### src/p4p_pkg.sv
// Shared types, constants and helpers for the packed 4bpp to planar converter.
// No dependencies.
package p4p_pkg;

    localparam int unsigned ROW_PIXELS_W       = 10;
    localparam int unsigned PIXEL_PAIR_W       = 8;
    localparam int unsigned PLANE_W            = 8;
    localparam int unsigned BYTE_INDEX_W       = 7;
    localparam int unsigned PAIR_CNT_W         = 9;
    localparam int unsigned RESET_ROW_PIXELS   = 640;
    localparam int unsigned MAX_ROW_PIXELS_DEF = 640;

    localparam logic [PLANE_W-1:0] FULL_MASK = 8'hFF;

    typedef logic [3:0] plane_code_t;

    // plane bits of one palette index: bit0 red, bit1 green, bit2 blue, bit3 intensity
    function automatic plane_code_t plane_code(input logic [3:0] idx);
        plane_code_t c;
        case (idx)
            4'd7:    c = 4'h8;
            4'd8:    c = 4'h7;
            default: c = idx;
        endcase
        return c;
    endfunction

    // clamp width to 1..max_pixels
    function automatic logic [ROW_PIXELS_W-1:0] eff_width(
        input logic [ROW_PIXELS_W-1:0] row,
        input int unsigned             max_pixels
    );
        logic [ROW_PIXELS_W-1:0] w;
        w = row;
        if (w == '0)
        begin
            w = ROW_PIXELS_W'(1);
        end
        if (32'(w) > max_pixels)
        begin
            w = max_pixels[ROW_PIXELS_W-1:0];
        end
        return w;
    endfunction

    function automatic logic [BYTE_INDEX_W-1:0] last_byte(input logic [ROW_PIXELS_W-1:0] w);
        logic [ROW_PIXELS_W-1:0] t;
        t = (w - ROW_PIXELS_W'(1)) >> 3;
        return t[BYTE_INDEX_W-1:0];
    endfunction

    function automatic logic [PLANE_W-1:0] last_mask(input logic [ROW_PIXELS_W-1:0] w);
        logic [2:0]         rem;
        logic [PLANE_W-1:0] m;
        rem = w[2:0];
        if (rem == 3'd0)
        begin
            m = FULL_MASK;
        end
        else
        begin
            m = FULL_MASK << (4'd8 - {1'b0, rem});
        end
        return m;
    endfunction

endpackage

### src/p4p_if.sv
// Stream and config channel interfaces for the packed 4bpp to planar converter.
// Depends on p4p_pkg.
interface p4p_in_if;
    logic                             valid;
    logic                             ready;
    logic [p4p_pkg::PIXEL_PAIR_W-1:0] pixel_pair;

    modport source (output valid, output pixel_pair, input ready);
    modport sink   (input valid, input pixel_pair, output ready);
endinterface

interface p4p_out_if;
    logic                             valid;
    logic                             ready;
    logic [p4p_pkg::PLANE_W-1:0]      red_plane;
    logic [p4p_pkg::PLANE_W-1:0]      green_plane;
    logic [p4p_pkg::PLANE_W-1:0]      blue_plane;
    logic [p4p_pkg::PLANE_W-1:0]      intensity_plane;
    logic [p4p_pkg::BYTE_INDEX_W-1:0] plane_byte_index;
    logic [p4p_pkg::PLANE_W-1:0]      valid_mask;
    logic                             row_end;

    modport source (output valid, output red_plane, output green_plane, output blue_plane,
                    output intensity_plane, output plane_byte_index, output valid_mask,
                    output row_end, input ready);
    modport sink   (input valid, input red_plane, input green_plane, input blue_plane,
                    input intensity_plane, input plane_byte_index, input valid_mask,
                    input row_end, output ready);
endinterface

interface p4p_cfg_if;
    logic                             valid;
    logic                             ready;
    logic [p4p_pkg::ROW_PIXELS_W-1:0] row_pixels;

    modport source (output valid, output row_pixels, input ready);
    modport sink   (input valid, input row_pixels, output ready);
endinterface

### src/packed_4bpp_to_planar_converter.sv
// Top level: packed 4bpp pixel pairs in, red/green/blue/intensity plane bytes out.
// Depends on p4p_pkg and the interfaces in p4p_if.sv.
//
//   channel    dir  word                                          handshake
//   pixel_in   in   pixel_pair                                    valid/ready
//   plane_out  out  planes, plane_byte_index, valid_mask, row_end valid/ready
//   cfg        in   row_pixels                                    valid/ready, ready always 1
//
// One word per cycle in unless a stalled plane_out holds the input register;
// a group's fourth pair passes the input register, then the result register.
// Reset clears the shift registers and the column and loads a 640 pixel row.
// A stalled plane_out holds only the word in the input register that would
// complete the next plane byte; other words keep flowing into the shift registers.
module packed_4bpp_to_planar_converter #(
    parameter int unsigned MAX_ROW_PIXELS = p4p_pkg::MAX_ROW_PIXELS_DEF
) (
    input  logic       clk,
    input  logic       rst_n,
    p4p_in_if.sink     pixel_in,
    p4p_out_if.source  plane_out,
    p4p_cfg_if.sink    cfg
);

    localparam logic [p4p_pkg::ROW_PIXELS_W-1:0] RESET_EFF =
        p4p_pkg::eff_width(p4p_pkg::ROW_PIXELS_W'(p4p_pkg::RESET_ROW_PIXELS), MAX_ROW_PIXELS);

    logic [p4p_pkg::ROW_PIXELS_W-1:0] cfg_eff;

    logic [p4p_pkg::BYTE_INDEX_W-1:0] last_byte_reg;
    logic [p4p_pkg::PLANE_W-1:0]      last_mask_reg;

    logic                             s1_valid_reg;
    logic [p4p_pkg::PIXEL_PAIR_W-1:0] s1_pair_reg;

    logic [p4p_pkg::PLANE_W-1:0]      red_shift_reg;
    logic [p4p_pkg::PLANE_W-1:0]      green_shift_reg;
    logic [p4p_pkg::PLANE_W-1:0]      blue_shift_reg;
    logic [p4p_pkg::PLANE_W-1:0]      intensity_shift_reg;
    logic [p4p_pkg::PAIR_CNT_W-1:0]   pair_cnt_reg;

    logic [p4p_pkg::PLANE_W-1:0]      red_shift_next;
    logic [p4p_pkg::PLANE_W-1:0]      green_shift_next;
    logic [p4p_pkg::PLANE_W-1:0]      blue_shift_next;
    logic [p4p_pkg::PLANE_W-1:0]      intensity_shift_next;

    logic                             out_valid_reg;
    logic [p4p_pkg::PLANE_W-1:0]      out_red_reg;
    logic [p4p_pkg::PLANE_W-1:0]      out_green_reg;
    logic [p4p_pkg::PLANE_W-1:0]      out_blue_reg;
    logic [p4p_pkg::PLANE_W-1:0]      out_intensity_reg;
    logic [p4p_pkg::BYTE_INDEX_W-1:0] out_index_reg;
    logic [p4p_pkg::PLANE_W-1:0]      out_mask_reg;
    logic                             out_row_end_reg;

    p4p_pkg::plane_code_t             code_hi;
    p4p_pkg::plane_code_t             code_lo;
    logic [p4p_pkg::BYTE_INDEX_W-1:0] byte_idx;
    logic                             s1_emits;
    logic                             s1_advance;
    logic                             row_last;
    logic                             in_fire;
    logic                             cfg_fire;

    assign cfg.ready      = 1'b1;
    assign cfg_fire       = cfg.valid;
    assign cfg_eff        = p4p_pkg::eff_width(cfg.row_pixels, MAX_ROW_PIXELS);

    assign byte_idx       = pair_cnt_reg[p4p_pkg::PAIR_CNT_W-1:2];
    assign s1_emits       = (pair_cnt_reg[1:0] == 2'b11);
    assign row_last       = (byte_idx >= last_byte_reg);
    assign s1_advance     = s1_valid_reg && (!s1_emits || !out_valid_reg || plane_out.ready);
    assign pixel_in.ready = !s1_valid_reg || s1_advance;
    assign in_fire        = pixel_in.valid && pixel_in.ready;

    assign code_hi = p4p_pkg::plane_code(s1_pair_reg[7:4]);
    assign code_lo = p4p_pkg::plane_code(s1_pair_reg[3:0]);

    assign red_shift_next       = {red_shift_reg[5:0], code_hi[0], code_lo[0]};
    assign green_shift_next     = {green_shift_reg[5:0], code_hi[1], code_lo[1]};
    assign blue_shift_next      = {blue_shift_reg[5:0], code_hi[2], code_lo[2]};
    assign intensity_shift_next = {intensity_shift_reg[5:0], code_hi[3], code_lo[3]};

    always_ff @(posedge clk or negedge rst_n)
    begin
        if (!rst_n)
        begin
            last_byte_reg <= p4p_pkg::last_byte(RESET_EFF);
            last_mask_reg <= p4p_pkg::last_mask(RESET_EFF);
        end
        else if (cfg_fire)
        begin
            last_byte_reg <= p4p_pkg::last_byte(cfg_eff);
            last_mask_reg <= p4p_pkg::last_mask(cfg_eff);
        end
    end

    always_ff @(posedge clk or negedge rst_n)
    begin
        if (!rst_n)
        begin
            s1_valid_reg <= 1'b0;
        end
        else if (pixel_in.ready)
        begin
            s1_valid_reg <= pixel_in.valid;
        end
    end

    always_ff @(posedge clk)
    begin
        if (in_fire)
        begin
            s1_pair_reg <= pixel_in.pixel_pair;
        end
    end

    // shift registers and column; a config write restarts the row
    always_ff @(posedge clk or negedge rst_n)
    begin
        if (!rst_n)
        begin
            red_shift_reg       <= '0;
            green_shift_reg     <= '0;
            blue_shift_reg      <= '0;
            intensity_shift_reg <= '0;
            pair_cnt_reg        <= '0;
        end
        else if (cfg_fire)
        begin
            red_shift_reg       <= '0;
            green_shift_reg     <= '0;
            blue_shift_reg      <= '0;
            intensity_shift_reg <= '0;
            pair_cnt_reg        <= '0;
        end
        else if (s1_advance)
        begin
            if (s1_emits && row_last)
            begin
                red_shift_reg       <= '0;
                green_shift_reg     <= '0;
                blue_shift_reg      <= '0;
                intensity_shift_reg <= '0;
                pair_cnt_reg        <= '0;
            end
            else
            begin
                red_shift_reg       <= red_shift_next;
                green_shift_reg     <= green_shift_next;
                blue_shift_reg      <= blue_shift_next;
                intensity_shift_reg <= intensity_shift_next;
                pair_cnt_reg        <= pair_cnt_reg + p4p_pkg::PAIR_CNT_W'(1);
            end
        end
    end

    always_ff @(posedge clk or negedge rst_n)
    begin
        if (!rst_n)
        begin
            out_valid_reg <= 1'b0;
        end
        else if (s1_advance && s1_emits)
        begin
            out_valid_reg <= 1'b1;
        end
        else if (plane_out.ready)
        begin
            out_valid_reg <= 1'b0;
        end
    end

    always_ff @(posedge clk)
    begin
        if (s1_advance && s1_emits)
        begin
            out_red_reg       <= red_shift_next;
            out_green_reg     <= green_shift_next;
            out_blue_reg      <= blue_shift_next;
            out_intensity_reg <= intensity_shift_next;
            out_index_reg     <= byte_idx;
            out_mask_reg      <= row_last ? last_mask_reg : p4p_pkg::FULL_MASK;
            out_row_end_reg   <= row_last;
        end
    end

    assign plane_out.valid            = out_valid_reg;
    assign plane_out.red_plane        = out_red_reg;
    assign plane_out.green_plane      = out_green_reg;
    assign plane_out.blue_plane       = out_blue_reg;
    assign plane_out.intensity_plane  = out_intensity_reg;
    assign plane_out.plane_byte_index = out_index_reg;
    assign plane_out.valid_mask       = out_mask_reg;
    assign plane_out.row_end          = out_row_end_reg;

endmodule

### src/flat_wrapper.sv
// flat-port wrapper written by rule: the top's interface ports become plain ports
module packed_4bpp_to_planar_converter_flat 
#(
    parameter int unsigned MAX_ROW_PIXELS = p4p_pkg::MAX_ROW_PIXELS_DEF
)
  (clk, rst_n, pixel_in_valid, pixel_in_pixel_pair, pixel_in_ready, plane_out_valid, plane_out_red_plane, plane_out_green_plane, plane_out_blue_plane, plane_out_intensity_plane, plane_out_plane_byte_index, plane_out_valid_mask, plane_out_row_end, plane_out_ready, cfg_valid, cfg_row_pixels, cfg_ready);
  p4p_in_if pixel_in_i ();
  p4p_out_if plane_out_i ();
  p4p_cfg_if cfg_i ();
  input  logic clk;
  input  logic rst_n;
  input wire logic [$bits(pixel_in_i.valid)-1:0] pixel_in_valid;
  input wire logic [$bits(pixel_in_i.pixel_pair)-1:0] pixel_in_pixel_pair;
  output wire logic [$bits(pixel_in_i.ready)-1:0] pixel_in_ready;
  output wire logic [$bits(plane_out_i.valid)-1:0] plane_out_valid;
  output wire logic [$bits(plane_out_i.red_plane)-1:0] plane_out_red_plane;
  output wire logic [$bits(plane_out_i.green_plane)-1:0] plane_out_green_plane;
  output wire logic [$bits(plane_out_i.blue_plane)-1:0] plane_out_blue_plane;
  output wire logic [$bits(plane_out_i.intensity_plane)-1:0] plane_out_intensity_plane;
  output wire logic [$bits(plane_out_i.plane_byte_index)-1:0] plane_out_plane_byte_index;
  output wire logic [$bits(plane_out_i.valid_mask)-1:0] plane_out_valid_mask;
  output wire logic [$bits(plane_out_i.row_end)-1:0] plane_out_row_end;
  input wire logic [$bits(plane_out_i.ready)-1:0] plane_out_ready;
  input wire logic [$bits(cfg_i.valid)-1:0] cfg_valid;
  input wire logic [$bits(cfg_i.row_pixels)-1:0] cfg_row_pixels;
  output wire logic [$bits(cfg_i.ready)-1:0] cfg_ready;
  assign pixel_in_i.valid = pixel_in_valid;
  assign pixel_in_i.pixel_pair = pixel_in_pixel_pair;
  assign pixel_in_ready = pixel_in_i.ready;
  assign plane_out_valid = plane_out_i.valid;
  assign plane_out_red_plane = plane_out_i.red_plane;
  assign plane_out_green_plane = plane_out_i.green_plane;
  assign plane_out_blue_plane = plane_out_i.blue_plane;
  assign plane_out_intensity_plane = plane_out_i.intensity_plane;
  assign plane_out_plane_byte_index = plane_out_i.plane_byte_index;
  assign plane_out_valid_mask = plane_out_i.valid_mask;
  assign plane_out_row_end = plane_out_i.row_end;
  assign plane_out_i.ready = plane_out_ready;
  assign cfg_i.valid = cfg_valid;
  assign cfg_i.row_pixels = cfg_row_pixels;
  assign cfg_ready = cfg_i.ready;
  packed_4bpp_to_planar_converter #(.MAX_ROW_PIXELS(MAX_ROW_PIXELS)) u_core (.clk(clk), .rst_n(rst_n), .pixel_in(pixel_in_i), .plane_out(plane_out_i), .cfg(cfg_i));
endmodule
### config.mk
export PLATFORM = sky130hd
export DESIGN_NAME = packed_4bpp_to_planar_converter_flat
export DESIGN_NICKNAME = d
export VERILOG_FILES = /design/src/p4p_pkg.sv /design/src/p4p_if.sv /design/src/packed_4bpp_to_planar_converter.sv /design/src/flat_wrapper.sv
export SDC_FILE = /design/constraint.sdc
export NUM_CORES = 1
export LEC_CHECK = 0
export ABC_AREA = 1
export BUFFER_PORTS_ARGS = -buffer_cell sky130_fd_sc_hd__buf_2
export CAP_MARGIN = 40
export CORE_ASPECT_RATIO = 1.75
export CORE_MARGIN = 10
export CORE_UTILIZATION = 35
export CTS_CLUSTER_SIZE = 8
export DETAILED_ROUTE_END_ITERATION = 6
export MAX_ROUTING_LAYER = met4
export PLACE_DENSITY = 0.64
export RECOVER_POWER = 50
export SLEW_MARGIN = 30
export SYNTH_ARGS = -nofsm -noshare
export SYNTH_HDL_FRONTEND = slang
export SYNTH_SLANG_ARGS = --single-unit
### constraint.sdc
create_clock -name clk -period 2.22 [get_ports clk]
set_input_delay 0.111 -clock clk [delete_from_list [all_inputs] [get_ports clk]]
set_output_delay 0.111 -clock clk [all_outputs]
set_load 0.02 [all_outputs]
==> impl_metrics.toml, run 1 <==
[floorplan]
die_w_um = 107
start_util = 0.357
die_area_um2 = 18400
rows = 55
die_y_um = 172
ios = 74
fp.coreArea_um2 = 12900

[critical_path]
endpoint_kind = "flip-flop"
crit_fanout = 32
critPathLaunchType = "flip-flop"
r2r-start = "u_core.last_byte_reg[6]$_DFFE_PN1P_"
crit_required_ns = 2.50
startpoint = "u_core.last_byte_reg[6]$_DFFE_PN1P_"
crit_arrival_ns = 2.29
path_class = "flip-flop to flip-flop"

[logic_synthesis]
synthCells = 426
ys_seq_area_frac = 0.639
syn_area_um2 = 4620
synth.most_common_cell = "nand2_1"
ys_ff_latch = 106
yosys.area.top_type = "edfxtp_1"
synth_nets = 461
synth_top_cell_area_share = 0.364
synth_warnings = 0
ys_types = 40
synth_area_leaders = "edfxtp_1 (36%), dfrtp_1 (20%), nand2_1 (8.9%)"
synthArstFlopShare = 0.472
synthTopCellsByCount = "nand2_1 (109), edfxtp_1 (56), inv_1 (48), nand3_1 (41), dfrtp_1 (37)"
synthFlopType = "edfxtp_1"
synth-edff-count = 56
syn-mean-instance-area_um2 = 10.8

[sta]
maxSlewHeadroom = -0.140
fmax_mhz = 498
whs_ns = 0.0208
final-setup-viol-count = 0
layout_min_cycle_time_ns = 2.01
tightest_slew_ns = 1.71
drv_slew = 32
rsz0062_at_grt = "false"
clock_skew_ns = 0.00757
setup_tns_ns = 0
post-route-period-util = 0.905
finalHoldViolCount = 0

[routing]
route.vias.total = 3188
drtIter0Drc = 131
ant_nets = 0
drc_errors = 0
wl_per_cell_um = 13.7
via_per_inst = 4.63
firstDrtPassIters = 4
wl_um = 9440

[worst_hold_path]
worstHoldPathType = "input port to flip-flop"
hp-start = "pixel_in_valid"

[global_route]
grt_pass1_vias = 3291
grt_max_degree = 49
track_usage = 0.109
antenna_found_initial = 0
grt_pass1_wl_um = 15700
grt-ovfl-total = 0

[finish]
final_core_util = 0.424
largest_reg_flops = 9
syn_to_final_growth_pct = 18.8
fin_nets = 548
num_antenna_cells = 0
layout.cells.non_filler = 689
drive_gt1_frac = 0.153

[clocking]
htreeDepth = 3
clk_pin_slew_ns = 0.07
clkSinkCount = 106
numCtsBuffers = 9
cts_tree = "done"
clk_path_buf_depth = 2
clk_latency_ns = 0.34
cts_root_buf = "clkbuf_16"

[pwr]
power.density_nw_per_um2 = 761
vdd_drop_max_v = 0.000379
p_leak_nw = 2.34

[status]
run_status = "finished, violations left"
violations = "max-capacitance violations, max-slew violations"

[placement]
dp.cells = 664
gp_congestion = 0.878
dp_hpwl_um = 7050
io_buffers = 72

[run]
cap_viol_max_count = 1
placed cells by master (no fill, tap or decap), types with 2 or more instances in the layout:
| cell type | n |
|---|---|
| ha_1 | 12 |
| nand4_1 | 7 |
| clkinv_2 | 2 |
| clkbuf_16 | 9 |
| dfrtp_1 | 37 |
| dlygate4sd3_1 | 9 |
| nor4_1 | 4 |
| inv_2 | 4 |
| buf_4 | 4 |
| inv_6 | 3 |
| nand3b_1 | 4 |
| o21bai_1 | 2 |
| nor2_2 | 3 |
| buf_2 | 21 |
| inv_1 | 47 |
| nor2_1 | 16 |
| o211ai_1 | 2 |
| xnor2_1 | 4 |
| nand3_1 | 41 |
| nand3_2 | 2 |
| clkbuf_1 | 52 |
| nand2_1 | 110 |
| a22oi_1 | 2 |
| o21ai_0 | 10 |
| nand2_2 | 5 |
| edfxtp_1 | 56 |
| xor2_1 | 3 |
| a21oi_1 | 5 |
| o21ai_1 | 10 |
| dfstp_2 | 13 |
logic make-up after synthesis:
logic type                 Yosys count  synth area share
AOI/OAI and AO/OA                   38            0.0558
xor gates and xnor gates             7            0.0133
adders and majority gates           12            0.0325
buffers and inverters               64            0.0620
DFF                                106             0.639
other                                1          0.000812
and+or+nand+nor                    198             0.197
report_power, final:
group / internal [mW] / total, mW / switching, mW
Sequential: 2.18 / 2.21 / 0.0378
Clock: 0.884 / 1.58 / 0.698
Combinational: 0.128 / 0.376 / 0.248
Total: 3.19 / 4.17 / 0.984
timing repair:
item	4_1_cts	5_1_grt
hold buffers	9	0
resized for setup	0	1
endpoints found under the hold margin	29	0
setup endpoints to repair	0	5
buffers inserted	0	0
path summary, 6_finish.rpt:
kind                                                                  to  slack [ns]  cells past startpoint
setup reg to reg                   u_core.green_shift_reg[5]$_DFFE_PN0P_        0.21                      9
min in group asynchronous      u_core.intensity_shift_reg[2]$_DFFE_PN0P_        0.76                      2
hold / removal                           u_core.s1_valid_reg$_DFFE_PN0N_        0.02                      3
max in group asynchronous          u_core.green_shift_reg[4]$_DFFE_PN0P_        0.41                      3
setup / recovery                   u_core.green_shift_reg[5]$_DFFE_PN0P_        0.21                      9
hold reg to reg            u_core.plane_out.intensity_plane[7]$_DFFE_PP_        0.45                      0
critical path, cell delays in order, from the launching register on:
cell	delay, ns
dfstp_2	0.52
inv_1	0.05
ha_1	0.30
nand2_1	0.15
inv_1	0.07
nand4_1	0.14
o2111ai_4	0.24
nand2_8	0.26
nand3_1	0.11
nand2_1	0.09
area by class of cell:
type	count	area, µm²
clock buffers	9	225
clock inverters	7	75.1
fillers	1304	7450
inverters	52	199
multi-input cells	256	1380
flip-flops and latches	106	2950
well taps	171	214
repair buffers	88	445
metal layers:
layer	GRT usage	vias up	wire length [µm]
li1	-	1595	-
met1	0.107	1518	3600
met2	0.197	61	5200
met3	0.0231	14	393
met4	0.0550	0	252
met5	-	-	0
metrics by stage:
step | worst slack (ns) | instance area [µm²] | power, mW
floorplan | 0.141 | 4620 | 2.50
global placement | 0.259 | 5170 | 2.61
finish | 0.211 | 5490 | 4.17
global route | 0.0688 | 5490 | 4.34
CTS | 0.137 | 5560 | 4.21
detailed placement | 0.161 | 5170 | 2.63
Power figures use the tool's default switching activity.
==> inputs of run 2 (changes only) <==
--- a/config.mk
+++ b/config.mk
@@ -7,7 +7,7 @@
 export LEC_CHECK = 0
 export ABC_AREA = 1
 export BUFFER_PORTS_ARGS = -buffer_cell sky130_fd_sc_hd__buf_2
-export CAP_MARGIN = 40
+export CAP_MARGIN = 10
 export CORE_ASPECT_RATIO = 1.75
 export CORE_MARGIN = 10
 export CORE_UTILIZATION = 35
@@ -16,6 +16,7 @@
 export MAX_ROUTING_LAYER = met4
 export PLACE_DENSITY = 0.64
 export RECOVER_POWER = 50
+export REMOVE_ABC_BUFFERS = 1
 export SLEW_MARGIN = 30
 export SYNTH_ARGS = -nofsm -noshare
 export SYNTH_HDL_FRONTEND = slang
==> run 2 against run 1 <==
  * The flow still finishes with violations (max-capacitance violations, max-slew violations)
  * Largest cell class unchanged
  * Clock power is essentially flat
  * Global-route usage is 0.054 points higher
  * Routed wire length fell by 1.1%
  * Sequential share of layout area about the same
  * Core utilization hardly changed
  * Combinational power about the same
==> impl_metrics.toml, run 2 (synthesized netlist as in run 1, its figures left out) <==
[pwr]
p_leak_nw = 2.34
p_comb_frac = 0.090
power.density_nw_per_um2 = 760
power.total_mw = 4.17
power_frac_clock = 0.378
switching_share = 0.233
pwr-share-seq = 0.531
switching_power_uw = 972
p_int_mw = 3.19
vdd_drop_max_v = 0.000306

[sta]
tightest_slew_ns = 1.59
finalHoldViolCount = 0
whs_ns = 0.0533
final.setup.worst_slack_ns = 0.276
clock_skew_ns = 0.00820
drv_slew = 30
layout_min_cycle_time_ns = 1.94
maxSlewHeadroom = -0.0600
rsz0062_at_grt = "false"
final-setup-viol-count = 0
post-route-period-util = 0.876
fmax_mhz = 514

[floorplan]
start_util = 0.357
die_y_um = 172
ios = 74
fp.coreArea_um2 = 12900
rows = 55
die_w_um = 107
die_area_um2 = 18400

[routing]
firstDrtPassIters = 5
route.vias.total = 3202
drc_errors = 0
drtIter0Drc = 134
wl_per_cell_um = 13.6
ant_nets = 0
via_per_inst = 4.65
wl_um = 9340

[critical_path]
critPathLaunchType = "flip-flop"
ff2ff_path_depth = 9
crit_fanout = 32
path_class = "flip-flop to flip-flop"
r2r-start = "u_core.last_byte_reg[2]$_DFFE_PN1P_"
crit_arrival_ns = 2.22
r2r_slack_ns = 0.28
crit_required_ns = 2.49
endpoint_kind = "flip-flop"
r2r_end = "u_core.pair_cnt_reg[0]$_DFFE_PN0P_"

[global_route]
grt_pass1_wl_um = 15700
grt_max_degree = 49
track_usage = 0.109
grt-ovfl-total = 0
grt_pass1_vias = 3305
antenna_found_initial = 0

[run]
cap_viol_max_count = 1

[placement]
dp_hpwl_um = 6810
place_ws_ns = 0.197
io_buffers = 72
dp.cells = 663
gp_congestion = 0.850
dpl_cell_area_um2 = 5170

[clocking]
cts_tree = "done"
clk_pin_slew_ns = 0.07
post_cts_buffers = 0
htreeDepth = 3
clkSinkCount = 106
clk_latency_ns = 0.34
clk_path_buf_depth = 2
numCtsBuffers = 9
cts_root_buf = "clkbuf_16"

[finish]
drive_gt1_frac = 0.145
seq_area_um2 = 2950
layout_commonest_cell = "nand2_1"
layout_common_cells = "nand2_1 (111), edfxtp_1 (56), clkbuf_1 (53)"
layout.cells.non_filler = 689
fin_nets = 548
fillers = 1279
multi_input_area_um2 = 1370
syn_to_final_growth_pct = 18.7
largest_reg_flops = 9
num_antenna_cells = 0
fin_area_um2 = 5480

[worst_hold_path]
worstHoldPathType = "input port to flip-flop"
holdPathEnd = "u_core.last_mask_reg[2]$_DFFE_PN1P_"
hp-start = "cfg_row_pixels[2]"
hold_depth = 3

[status]
violations = "max-capacitance violations, max-slew violations"
run_status = "finished, violations left"
run 2: cell type report:
type	count	area share
Sequential cell	106	0.538
Timing Repair Buffer	88	0.0835
Tap cell	171	0.0390
Clock buffer	10	0.0418
Inverter	52	0.0356
Multi-Input combinational cell	256	0.249
Clock inverter	6	0.0128
run 2: worst max path at each step:
stage                                                    from                                  endpoint  slack, ns  cells after the start
final                     u_core.last_byte_reg[2]$_DFFE_PN1P_        u_core.pair_cnt_reg[0]$_DFFE_PN0P_       0.28                      9
after global routing      u_core.last_byte_reg[2]$_DFFE_PN1P_     u_core.green_shift_reg[1]$_DFFE_PN0P_       0.05                      9
after CTS                 u_core.last_byte_reg[2]$_DFFE_PN1P_     u_core.green_shift_reg[5]$_DFFE_PN0P_       0.18                      9
after detailed placement  u_core.last_byte_reg[6]$_DFFE_PN1P_        u_core.pair_cnt_reg[0]$_DFFE_PN0P_       0.20                      9
after global placement    u_core.last_byte_reg[2]$_DFFE_PN1P_       u_core.red_shift_reg[1]$_DFFE_PN0P_       0.26                      9
after floorplan            u_core.pair_cnt_reg[0]$_DFFE_PN0P_  u_core.plane_out.blue_plane[0]$_DFFE_PP_      -0.10                      5
run 2: timing repair:
| action | in CTS | in global routing |
|---|---|---|
| hold buffers | 10 | 0 |
| setup endpoints to repair | 0 | 15 |
| resized for setup | 0 | 1 |
| hold endpoints to repair | 34 | 0 |
run 2: power by group through the flow:
stage | Clock [mW] | Combinational, mW | Sequential [mW]
2_1_floorplan | 0 | 0.233 | 2.26
3_3_place_gp | 0 | 0.364 | 2.25
3_5_place_dp | 0 | 0.372 | 2.25
4_1_cts | 1.63 | 0.389 | 2.21
5_1_grt | 1.70 | 0.429 | 2.22
6_report | 1.58 | 0.376 | 2.21
run 2: critical path, stage by stage, from the launching register on:
cell	delay [ns]
dfstp_2	0.53
inv_1	0.04
ha_1	0.30
a21oi_1	0.13
o21ai_1	0.08
nand4_1	0.11
o2111ai_4	0.23
nand2_8	0.26
nand3_1	0.09
o21ai_1	0.09
run 2: routing by layer:
metal,up-vias,track usage,part of all wire
li1,1598,-,-
met1,1489,0.112,0.39
met2,94,0.189,0.53
met3,21,0.0294,0.055
met4,0,0.0532,0.025
met5,-,-,0
run 2: metrics by stage:
| stage | TNS, ns | utilization |
|---|---|---|
| 2_1_floorplan | -5.00 | - |
| 3_3_place_gp | 0 | 0.400 |
| 3_5_place_dp | 0 | 0.400 |
| 4_1_cts | 0 | 0.431 |
| 5_1_grt | 0 | 0.424 |
| 6_report | 0 | 0.424 |
